File: src/rtl/core/wspt_pkg.sv
`timescale 1ns / 1ps
`default_nettype none
// ----------------------------------------------------------------------------
// Weld status power trim package
// Field widths, fixed constants and the types shared between the modules.
// ----------------------------------------------------------------------------
package wspt_pkg;

  localparam int unsigned STATUS_W = 4;
  localparam int unsigned FRAME_W  = 31;
  localparam int unsigned DB_W     = 16;
  localparam int unsigned CMD_W    = 32;
  localparam int unsigned TRIM_W   = 14;
  localparam int unsigned HOLD_W   = 10;

  // sized for the largest window of sixteen entries
  localparam int unsigned SUM_W  = 7;
  localparam int unsigned VAL_W  = 5;
  localparam int unsigned MAG_W  = 6;
  localparam int unsigned DEN_W  = 8;
  localparam int unsigned QUO_W  = 13;
  localparam int unsigned REM_W  = DEN_W + 1;
  localparam int unsigned QCNT_W = $clog2(QUO_W);

  localparam int unsigned ARM_MARGIN = 10;
  localparam logic [STATUS_W-1:0] VALID_LIMIT = 4'd4;
  localparam logic [HOLD_W-1:0] HOLDOFF_RESET = 10'd20;

  localparam logic OP_RESULT = 1'b0;
  localparam logic OP_CLEAR  = 1'b1;

  typedef logic [STATUS_W-1:0] status_t;

  typedef struct packed {
    logic             start;
    logic [MAG_W-1:0] mag;
    logic [DEN_W-1:0] den;
  } div_req_t;

  typedef struct packed {
    logic             done;
    logic [QUO_W-1:0] quot;
  } div_rsp_t;

endpackage
`default_nettype wire

File: src/rtl/core/wspt_if.sv
`timescale 1ns / 1ps
`default_nettype none
// ----------------------------------------------------------------------------
// Weld status power trim channels
// Valid/ready channels for weld result transactions and trim commands.
// ----------------------------------------------------------------------------
interface wspt_in_if;
  logic                          valid;
  logic                          ready;
  logic                          op;
  logic [wspt_pkg::STATUS_W-1:0] weld_code;
  logic [wspt_pkg::FRAME_W-1:0]  frame_no;
  logic [wspt_pkg::DB_W-1:0]     db_block;

  modport source (output valid, op, weld_code, frame_no, db_block, input ready);
  modport sink   (input valid, op, weld_code, frame_no, db_block, output ready);
endinterface

interface wspt_out_if;
  logic                              valid;
  logic                              ready;
  logic [wspt_pkg::CMD_W-1:0]        cmd_seq;
  logic signed [wspt_pkg::TRIM_W-1:0] power_trim;
  logic [wspt_pkg::DB_W-1:0]         db_block_out;
  logic [wspt_pkg::FRAME_W-1:0]      trig_frame;

  modport source (output valid, cmd_seq, power_trim, db_block_out, trig_frame,
                  input ready);
  modport sink   (input valid, cmd_seq, power_trim, db_block_out, trig_frame,
                  output ready);
endinterface
`default_nettype wire

File: src/rtl/core/weld_status_power_trim.sv
// Flow: an armed transaction rotates the status chain through the window,
//   is checked and, if a command is due, runs the divider (13 quotient bits,
//   then done) and loads the command.
// Throughput: one transaction in flight; the next is taken in idle: straight
//   away (not armed), after the check (armed, no command) or after the load
//   and any output stall (command). Reset clears control state, holdoff = 20.
`timescale 1ns / 1ps
`default_nettype none
// ----------------------------------------------------------------------------
// Weld status power trim
// Keeps a drop-oldest queue count and a status window, issues trim commands.
// ----------------------------------------------------------------------------
module weld_status_power_trim #(
  parameter int unsigned QUEUE_DEPTH = 32,
  parameter int unsigned WINDOW      = 10
) (
  input  wire logic                          clk_i,
  input  wire logic                          rst_ni,
  input  wire logic                          cfg_we_i,
  input  wire logic [wspt_pkg::HOLD_W-1:0]   cfg_wdata_i,
  wspt_in_if.sink                            in_i,
  wspt_out_if.source                         out_o
);

  localparam int unsigned FILL_W = $clog2(QUEUE_DEPTH + 1);
  localparam int unsigned SCN_W  = (WINDOW > 1) ? $clog2(WINDOW) : 1;

  localparam logic [2:0] ST_IDLE = 3'd0;
  localparam logic [2:0] ST_SCAN = 3'd1;
  localparam logic [2:0] ST_CHK  = 3'd2;
  localparam logic [2:0] ST_DIV  = 3'd3;
  localparam logic [2:0] ST_OUT  = 3'd4;

  logic [2:0]                          state_q, state_d;
  logic [wspt_pkg::HOLD_W-1:0]         holdoff_q, holdoff_d;
  logic [FILL_W-1:0]                   fill_q, fill_d, fill_inc;
  logic [SCN_W-1:0]                    scan_q, scan_d;
  logic signed [wspt_pkg::SUM_W-1:0]   sum_q, sum_d;
  logic [wspt_pkg::VAL_W-1:0]          valid_q, valid_d;
  logic [wspt_pkg::FRAME_W-1:0]        last_alarm_q, last_alarm_d;
  logic [wspt_pkg::CMD_W-1:0]          cmd_cnt_q, cmd_cnt_d;
  logic [wspt_pkg::FRAME_W-1:0]        frame_q, frame_d;
  logic [wspt_pkg::DB_W-1:0]           db_q, db_d;
  logic                                out_valid_q, out_valid_d;
  logic [wspt_pkg::CMD_W-1:0]          out_cmd_q, out_cmd_d;
  logic signed [wspt_pkg::TRIM_W-1:0]  out_trim_q, out_trim_d;
  logic [wspt_pkg::DB_W-1:0]           out_db_q, out_db_d;
  logic [wspt_pkg::FRAME_W-1:0]        out_frame_q, out_frame_d;

  logic                                accept;
  logic                                push;
  logic                                rotate;
  logic                                armed;
  logic [2:0]                          term;
  logic                                term_ok;
  logic [wspt_pkg::MAG_W-1:0]          mag;
  logic                                swing;
  logic [wspt_pkg::FRAME_W:0]          diff;
  logic                                past_holdoff;
  logic                                load_out;
  logic [wspt_pkg::TRIM_W-1:0]         quot_ext;
  wspt_pkg::status_t                   tail;
  wspt_pkg::div_req_t                  div_req;
  wspt_pkg::div_rsp_t                  div_rsp;

  wspt_pkg::status_t chain_d [WINDOW];
  wspt_pkg::status_t chain_q [WINDOW];

  assign accept = in_i.valid && in_i.ready;
  assign push   = accept && (in_i.op == wspt_pkg::OP_RESULT);
  assign rotate = (state_q == ST_SCAN);
  assign tail   = chain_q[WINDOW-1];

  for (genvar k = 0; k < WINDOW; k++) begin : g_cell
    if (k == 0) begin : g_head
      assign chain_d[k] = push ? in_i.weld_code : tail;
    end else begin : g_body
      assign chain_d[k] = chain_q[k-1];
    end
    wspt_cell u_cell (
      .clk_i   (clk_i),
      .shift_i (push || rotate),
      .d_i     (chain_d[k]),
      .q_o     (chain_q[k])
    );
  end

  wspt_div u_div (
    .clk_i  (clk_i),
    .rst_ni (rst_ni),
    .req_i  (div_req),
    .rsp_o  (div_rsp)
  );

  always_comb begin
    fill_inc = (fill_q == FILL_W'(QUEUE_DEPTH)) ? fill_q : (fill_q + 1'b1);
    armed    = (32'(fill_inc) > 32'(QUEUE_DEPTH - wspt_pkg::ARM_MARGIN)) &&
               (32'(fill_inc) > 32'(WINDOW));

    term    = {1'b0, tail[1:0]} - 3'd2;
    term_ok = (tail < wspt_pkg::VALID_LIMIT);

    mag          = sum_q[wspt_pkg::SUM_W-1] ? wspt_pkg::MAG_W'(-sum_q)
                                            : wspt_pkg::MAG_W'(sum_q);
    swing        = ({1'b0, mag, 1'b0} > 8'(valid_q));
    diff         = {1'b0, frame_q} - {1'b0, last_alarm_q};
    past_holdoff = !diff[wspt_pkg::FRAME_W] &&
                   (diff[wspt_pkg::FRAME_W-1:0] > wspt_pkg::FRAME_W'(holdoff_q));

    div_req.start = (state_q == ST_CHK) && (valid_q != '0) && swing && past_holdoff;
    div_req.mag   = mag;
    div_req.den   = {valid_q, 3'b000} + {2'b00, valid_q, 1'b0};

    quot_ext = {1'b0, div_rsp.quot};
    load_out = (state_q == ST_OUT) && (!out_valid_q || out_o.ready);
  end

  always_comb begin
    state_d      = state_q;
    holdoff_d    = cfg_we_i ? cfg_wdata_i : holdoff_q;
    fill_d       = fill_q;
    scan_d       = scan_q;
    sum_d        = sum_q;
    valid_d      = valid_q;
    last_alarm_d = last_alarm_q;
    cmd_cnt_d    = cmd_cnt_q;
    frame_d      = frame_q;
    db_d         = db_q;
    out_valid_d  = out_valid_q && !out_o.ready;
    out_cmd_d    = out_cmd_q;
    out_trim_d   = out_trim_q;
    out_db_d     = out_db_q;
    out_frame_d  = out_frame_q;

    unique case (state_q)
      ST_IDLE: begin
        if (accept) begin
          if (in_i.op == wspt_pkg::OP_CLEAR) begin
            fill_d       = '0;
            cmd_cnt_d    = '0;
            last_alarm_d = '0;
          end else begin
            fill_d  = fill_inc;
            frame_d = in_i.frame_no;
            db_d    = in_i.db_block;
            scan_d  = '0;
            sum_d   = '0;
            valid_d = '0;
            if (armed) begin
              state_d = ST_SCAN;
            end
          end
        end
      end
      ST_SCAN: begin
        if (term_ok) begin
          sum_d   = sum_q + wspt_pkg::SUM_W'($signed(term));
          valid_d = valid_q + 1'b1;
        end
        scan_d = scan_q + 1'b1;
        if (scan_q == SCN_W'(WINDOW - 1)) begin
          state_d = ST_CHK;
        end
      end
      ST_CHK: begin
        state_d = div_req.start ? ST_DIV : ST_IDLE;
      end
      ST_DIV: begin
        if (div_rsp.done) begin
          state_d = ST_OUT;
        end
      end
      ST_OUT: begin
        if (load_out) begin
          out_valid_d  = 1'b1;
          out_cmd_d    = cmd_cnt_q;
          out_trim_d   = sum_q[wspt_pkg::SUM_W-1] ? $signed(quot_ext) : -$signed(quot_ext);
          out_db_d     = db_q;
          out_frame_d  = frame_q;
          last_alarm_d = frame_q;
          cmd_cnt_d    = cmd_cnt_q + 1'b1;
          state_d      = ST_IDLE;
        end
      end
      default: begin
        state_d = ST_IDLE;
      end
    endcase
  end

  always_ff @(posedge clk_i or negedge rst_ni) begin
    if (!rst_ni) begin
      state_q      <= ST_IDLE;
      holdoff_q    <= wspt_pkg::HOLDOFF_RESET;
      fill_q       <= '0;
      scan_q       <= '0;
      last_alarm_q <= '0;
      cmd_cnt_q    <= '0;
      out_valid_q  <= 1'b0;
    end else begin
      state_q      <= state_d;
      holdoff_q    <= holdoff_d;
      fill_q       <= fill_d;
      scan_q       <= scan_d;
      last_alarm_q <= last_alarm_d;
      cmd_cnt_q    <= cmd_cnt_d;
      out_valid_q  <= out_valid_d;
    end
  end

  always_ff @(posedge clk_i) begin
    sum_q       <= sum_d;
    valid_q     <= valid_d;
    frame_q     <= frame_d;
    db_q        <= db_d;
    out_cmd_q   <= out_cmd_d;
    out_trim_q  <= out_trim_d;
    out_db_q    <= out_db_d;
    out_frame_q <= out_frame_d;
  end

  assign in_i.ready         = (state_q == ST_IDLE);
  assign out_o.valid        = out_valid_q;
  assign out_o.cmd_seq      = out_cmd_q;
  assign out_o.power_trim   = out_trim_q;
  assign out_o.db_block_out = out_db_q;
  assign out_o.trig_frame   = out_frame_q;

endmodule
`default_nettype wire

File: src/rtl/core/wspt_cell.sv
`timescale 1ns / 1ps
`default_nettype none
// ----------------------------------------------------------------------------
// Weld status window cell
// One status stage of the window chain; takes its neighbor's value on shift.
// ----------------------------------------------------------------------------
module wspt_cell (
  input  wire logic              clk_i,
  input  wire logic              shift_i,
  input  wspt_pkg::status_t      d_i,
  output wspt_pkg::status_t      q_o
);

  wspt_pkg::status_t status_q, status_d;

  always_comb begin
    status_d = shift_i ? d_i : status_q;
  end

  always_ff @(posedge clk_i) begin
    status_q <= status_d;
  end

  assign q_o = status_q;

endmodule
`default_nettype wire

File: src/rtl/core/wspt_div.sv
`timescale 1ns / 1ps
`default_nettype none
// ----------------------------------------------------------------------------
// Weld status trim divider
// Restoring divide of |sum| * 2^15 by 10 * valid, one quotient bit a cycle.
// ----------------------------------------------------------------------------
module wspt_div (
  input  wire logic           clk_i,
  input  wire logic           rst_ni,
  input  wspt_pkg::div_req_t  req_i,
  output wspt_pkg::div_rsp_t  rsp_o
);

  logic                            busy_q, busy_d;
  logic                            done_q, done_d;
  logic [wspt_pkg::QCNT_W-1:0]     cnt_q, cnt_d;
  logic [wspt_pkg::REM_W-1:0]      rem_q, rem_d;
  logic [wspt_pkg::QUO_W-1:0]      quo_q, quo_d;
  logic [wspt_pkg::DEN_W-1:0]      den_q, den_d;
  logic [wspt_pkg::REM_W-1:0]      trial;
  logic [wspt_pkg::REM_W-1:0]      den_ext;
  logic                            fits;

  always_comb begin
    trial   = {rem_q[wspt_pkg::REM_W-2:0], 1'b0};
    den_ext = {1'b0, den_q};
    fits    = (trial >= den_ext);

    busy_d = busy_q;
    done_d = 1'b0;
    cnt_d  = cnt_q;
    rem_d  = rem_q;
    quo_d  = quo_q;
    den_d  = den_q;

    if (req_i.start) begin
      busy_d = 1'b1;
      cnt_d  = '0;
      // upper dividend bits: |sum| * 2^15 shifted down by the quotient width
      rem_d  = {1'b0, req_i.mag, 2'b00};
      quo_d  = '0;
      den_d  = req_i.den;
    end else if (busy_q) begin
      rem_d = fits ? (trial - den_ext) : trial;
      quo_d = {quo_q[wspt_pkg::QUO_W-2:0], fits};
      cnt_d = cnt_q + 1'b1;
      if (cnt_q == wspt_pkg::QCNT_W'(wspt_pkg::QUO_W - 1)) begin
        busy_d = 1'b0;
        done_d = 1'b1;
      end
    end
  end

  always_ff @(posedge clk_i or negedge rst_ni) begin
    if (!rst_ni) begin
      busy_q <= 1'b0;
      done_q <= 1'b0;
      cnt_q  <= '0;
    end else begin
      busy_q <= busy_d;
      done_q <= done_d;
      cnt_q  <= cnt_d;
    end
  end

  always_ff @(posedge clk_i) begin
    rem_q <= rem_d;
    quo_q <= quo_d;
    den_q <= den_d;
  end

  assign rsp_o.done = done_q;
  assign rsp_o.quot = quo_q;

endmodule
`default_nettype wire

File: src/flat_wrapper.sv
// flat-port wrapper written by rule: the top's interface ports become plain ports
module weld_status_power_trim_flat 
#(
  parameter int unsigned QUEUE_DEPTH = 32,
  parameter int unsigned WINDOW      = 10
)
  (clk_i, rst_ni, cfg_we_i, cfg_wdata_i, in_i_valid, in_i_op, in_i_weld_code, in_i_frame_no, in_i_db_block, in_i_ready, out_o_valid, out_o_cmd_seq, out_o_power_trim, out_o_db_block_out, out_o_trig_frame, out_o_ready);
  wspt_in_if in_i_i ();
  wspt_out_if out_o_i ();
  input  wire logic clk_i;
  input  wire logic rst_ni;
  input  wire logic cfg_we_i;
  input  wire logic [wspt_pkg::HOLD_W-1:0] cfg_wdata_i;
  input wire logic [$bits(in_i_i.valid)-1:0] in_i_valid;
  input wire logic [$bits(in_i_i.op)-1:0] in_i_op;
  input wire logic [$bits(in_i_i.weld_code)-1:0] in_i_weld_code;
  input wire logic [$bits(in_i_i.frame_no)-1:0] in_i_frame_no;
  input wire logic [$bits(in_i_i.db_block)-1:0] in_i_db_block;
  output wire logic [$bits(in_i_i.ready)-1:0] in_i_ready;
  output wire logic [$bits(out_o_i.valid)-1:0] out_o_valid;
  output wire logic [$bits(out_o_i.cmd_seq)-1:0] out_o_cmd_seq;
  output wire logic [$bits(out_o_i.power_trim)-1:0] out_o_power_trim;
  output wire logic [$bits(out_o_i.db_block_out)-1:0] out_o_db_block_out;
  output wire logic [$bits(out_o_i.trig_frame)-1:0] out_o_trig_frame;
  input wire logic [$bits(out_o_i.ready)-1:0] out_o_ready;
  assign in_i_i.valid = in_i_valid;
  assign in_i_i.op = in_i_op;
  assign in_i_i.weld_code = in_i_weld_code;
  assign in_i_i.frame_no = in_i_frame_no;
  assign in_i_i.db_block = in_i_db_block;
  assign in_i_ready = in_i_i.ready;
  assign out_o_valid = out_o_i.valid;
  assign out_o_cmd_seq = out_o_i.cmd_seq;
  assign out_o_power_trim = out_o_i.power_trim;
  assign out_o_db_block_out = out_o_i.db_block_out;
  assign out_o_trig_frame = out_o_i.trig_frame;
  assign out_o_i.ready = out_o_ready;
  weld_status_power_trim #(.QUEUE_DEPTH(QUEUE_DEPTH), .WINDOW(WINDOW)) u_core (.clk_i(clk_i), .rst_ni(rst_ni), .cfg_we_i(cfg_we_i), .cfg_wdata_i(cfg_wdata_i), .in_i(in_i_i), .out_o(out_o_i));
endmodule
File: config.mk
export PLATFORM = sky130hd
export DESIGN_NAME = weld_status_power_trim_flat
export DESIGN_NICKNAME = d
export VERILOG_FILES = /design/src/rtl/core/wspt_pkg.sv /design/src/rtl/core/wspt_if.sv /design/src/rtl/core/weld_status_power_trim.sv /design/src/rtl/core/wspt_cell.sv /design/src/rtl/core/wspt_div.sv /design/src/flat_wrapper.sv
export SDC_FILE = /design/constraint.sdc
export NUM_CORES = 1
export LEC_CHECK = 0
export BUFFER_PORTS_ARGS = -buffer_cell sky130_fd_sc_hd__buf_4
export CORE_UTILIZATION = 63
export CTS_CLUSTER_DIAMETER = 120
export DETAILED_ROUTE_END_ITERATION = 7
export PLACE_DENSITY = 0.93
export SYNTH_ARGS = -nofsm -noshare
export SYNTH_HDL_FRONTEND = slang
export SYNTH_SLANG_ARGS = --single-unit
File: constraint.sdc
create_clock -name clk_i -period 7.7 [get_ports clk_i]
set_input_delay 1.155 -clock clk_i [delete_from_list [all_inputs] [get_ports clk_i]]
set_output_delay 1.155 -clock clk_i [all_outputs]
set_load 0.05 [all_outputs]
==> impl_results.md <==
- Status: finished, final reports clean
- Synth area leader: edfxtp_1
- Element type at the critical path end: flip-flop
- VDD IR-drop max: 211.6 µV
- CP Launch Type: flip-flop
- Area growth, synth to finish: 17.10%
- Drt pass-1 iters: 6
- Clk pwr share: 35.8%
- # Post-CTS Setup Buffers: 0
- Seq pwr share: 48.1%
- Tightest Pin Transition: 1215 ps
- Worst min path class: reg2reg
- Power per cell area: 254.5 mW/mm²
- Largest net degree at the start of global routing: 108
- Mapped Cells: 1215
- Clk sinks: 312
- Switching power: 1.147 mW
- Synth top area share: 42.39%
- GPL Wtd Cong: 0.9200
- Register area share after synthesis: 60.36%
- Vias in the first global route: 9896
- Setup TNS: 0 ps
- Synth Area per Inst: 11.95 µm²
- Synth warn: 0
- Cts hold-fix bufs: 0
- Share of synthesized flip-flops with an asynchronous set or reset: 29.81%
- FF+latch count, synth: 312
- Tmin final: 4776 ps
- Max Slew Vio Count: 0
- Routed WL: 29240 µm
- Most common cell after layout, fill and taps aside: edfxtp_1
- CP required: 7980 ps
- IO buf count: 161
- Post-synth EDFFs: 205
- Placed wire-length estimate: 19980 µm
- DIE AREA: 0.02366 mm²
- Fmax: 0.2094 GHz
- Combinational share of power: 16.2%
- # rows: 55
- CTS Buffer Depth: 3
- Synth cell types: 72
- Leakage: 7.036 nW
- Netlist Area Pre-Place: 0.01452 mm²
- Residual DRC: 0
- Int Power: 3.181 mW
- Post_cts resized: 0
- Top cells by area, synth: edfxtp_1, dfrtp_1, ha_1
- Slew HR: 19.00%
- Arr. time, crit path: 5050 ps
- Clock Latency Late Sink: 550 ps
- H-tree depth: 1
- Initial Util: 64.14%
- WL per Instance: 17.40 µm
- Routed via count: 9928
- Crit Path Class: reg2reg
- Crit path max fanout: 36
- Initial drt markers: 726
- GRT Util Overall: 25.14%
- Count of final setup violators: 0
- Clk slew on worst S/H paths: 60 ps
- Root Buffer: clkbuf_16
- Ant diodes: 0
- CTS tree: built
- Final hold slack: 415.6 ps
- Placeable Area: 0.02264 mm²
- First-pass GRT wire length: 47830 µm
- Chip Height: 153.8 µm
- Period utilisation layout: 62.02%
- Final hold violations: 0
- Top_reg_cell synth: edfxtp_1
- DR vias/cell: 5.910
- Fraction of layout cells with a size suffix above 1: 17.56%
- Max_cap viols: 0
- Clock skew: 13.38 ps
- Congestion Overflow GR: 0
- RSZ-0062 raised after global routing: false
- Final Net Count: 1514
- Die Wd: 153.8 µm
- Switching part of the total: 26.51%
- Most frequent cells in the layout: edfxtp_1, buf_4, nand2_1
- I/O pin total: 162
- CTS Buf Count: 31
- Routed Antenna Nets: 0
- Number of antenna violations at the first check in global routing: 0
- Mapped Nets: 1358
cell usage after synthesis (all sizes together), types with 13 or more instances:
| cell | n |
|---|---|
| edfxtp | 205 |
| nor2b | 13 |
| xor2 | 51 |
| dfrtp | 91 |
| buf | 16 |
| a21o | 22 |
| dfxtp | 14 |
| inv | 79 |
| nand2 | 114 |
| o21ai | 57 |
| a21oi | 57 |
| o31ai | 33 |
| mux2i | 24 |
| nor2 | 112 |
| nand2b | 13 |
| ha | 72 |
| nand4 | 25 |
| clkbuf | 26 |
| nor3 | 13 |
| nand3 | 25 |
| xnor2 | 29 |
sequential cells by signal (all words and copies together) (netlist names), 3 cells and up:
| name | cells |
|---|---|
| u_core.u_div.rem_q | 7 |
| u_core.u_div.cnt_q | 4 |
| u_core.frame_q | 31 |
| u_core.fill_q | 6 |
| u_core.db_q | 16 |
| u_core.last_alarm_q | 31 |
| u_core.scan_q | 4 |
| u_core.holdoff_q | 10 |
| u_core.out_o.db_block_out | 16 |
| u_core.u_div.quo_q | 13 |
| u_core.out_o.cmd_seq | 32 |
| u_core.state_q | 3 |
| u_core.out_o.power_trim | 14 |
| u_core.sum_q | 7 |
| u_core.g_cell.u_cell.q_o | 40 |
| u_core.u_div.den_q | 7 |
| u_core.valid_q | 5 |
| u_core.cmd_cnt_q | 32 |
| u_core.out_o.trig_frame | 31 |
power by group through the flow:
stage / registers, mW / logic [mW] / clock network (mW)
after detailed placement: 2.11 / 0.686 / 0
after global routing: 2.10 / 0.780 / 1.63
final: 2.08 / 0.700 / 1.55
after CTS: 2.08 / 0.700 / 1.57
after floorplan: 2.07 / 0.531 / 0
after global placement: 2.10 / 0.650 / 0
worst max-delay path: stages, from the launching register on:
cell	delay [ps]
edfxtp_1	340
inv_1	60
ha_1	220
fa_1	420
nand2b_1	200
a21oi_2	260
nor2_1	120
o21ai_0	220
xor2_1	180
ha_1	290
a21o_1	180
a211o_1	280
a2111oi_0	390
nand4_1	190
nor4_2	410
a21oi_4	320
or2_1	400
per-stage QoR:
step / instance area, µm² / instances / setup WS [ps] / power, mW / util, %
floorplan: 14520 / 1215 / 2788 / 2.600 / -
global placement: 15950 / 1623 / 3222 / 2.750 / 70.45
detailed placement: 15950 / 1623 / 2951 / 2.795 / 70.45
CTS: 17010 / 1680 / 2890 / 4.350 / 75.11
global route: 17010 / 1680 / 2525 / 4.509 / 75.11
finish: 17010 / 1680 / 2924 / 4.328 / 75.11
final cells by class:
cell class              count  area, µm²
flip-flops and latches    312       8766
fillers                  1395       5634
multi-input cells         782       5288
repair buffers            165       1239
clock buffers              40      829.5
well taps                 285      356.6
inverters                  79      301.5
clock inverters            17      226.5
metal layers:
layer  track usage, %  share of wire [%]  up-vias
li1                 -                  -     4692
met3            5.017                7.1       81
met5                0                  0        -
met4            10.33                3.5        0
met2            43.29                 50      424
met1            31.17                 40     4731
worst paths after layout:
path                                                        to                            from  cells past startpoint  slack, ps
max in group asynchronous              u_core.last_alarm_q[13]                          rst_ni                      2       6020
worst min register to register  u_core.g_cell[6].u_cell.q_o[1]  u_core.g_cell[5].u_cell.q_o[1]                      0        420
worst min-delay path            u_core.g_cell[6].u_cell.q_o[1]  u_core.g_cell[5].u_cell.q_o[1]                      0        420
worst max register to register           u_core.u_div.rem_q[5]               u_core.frame_q[0]                     16       2920
min in group asynchronous                  u_core.cmd_cnt_q[9]                          rst_ni                      1        620
worst max-delay path                     u_core.u_div.rem_q[5]               u_core.frame_q[0]                     16       2920
cells by family (layout without fill, tap and decap cells):
| logic type | count (synthesis) | count (layout) | share of synthesized area, % |
|---|---|---|---|
| multiplexers | 33 | 33 | 2.404 |
| adder cells (fa/ha/maj) | 76 | 76 | 6.755 |
| flip-flops | 312 | 312 | 60.36 |
| XOR/XNOR | 80 | 80 | 4.825 |
| buffers and inverters | 121 | 301 | 3.377 |
| AND/OR/NAND/NOR | 360 | 360 | 11.61 |
| AO/OA/AOI/OAI | 233 | 233 | 10.67 |
Note: power is estimated with default switching activity, not from simulation.
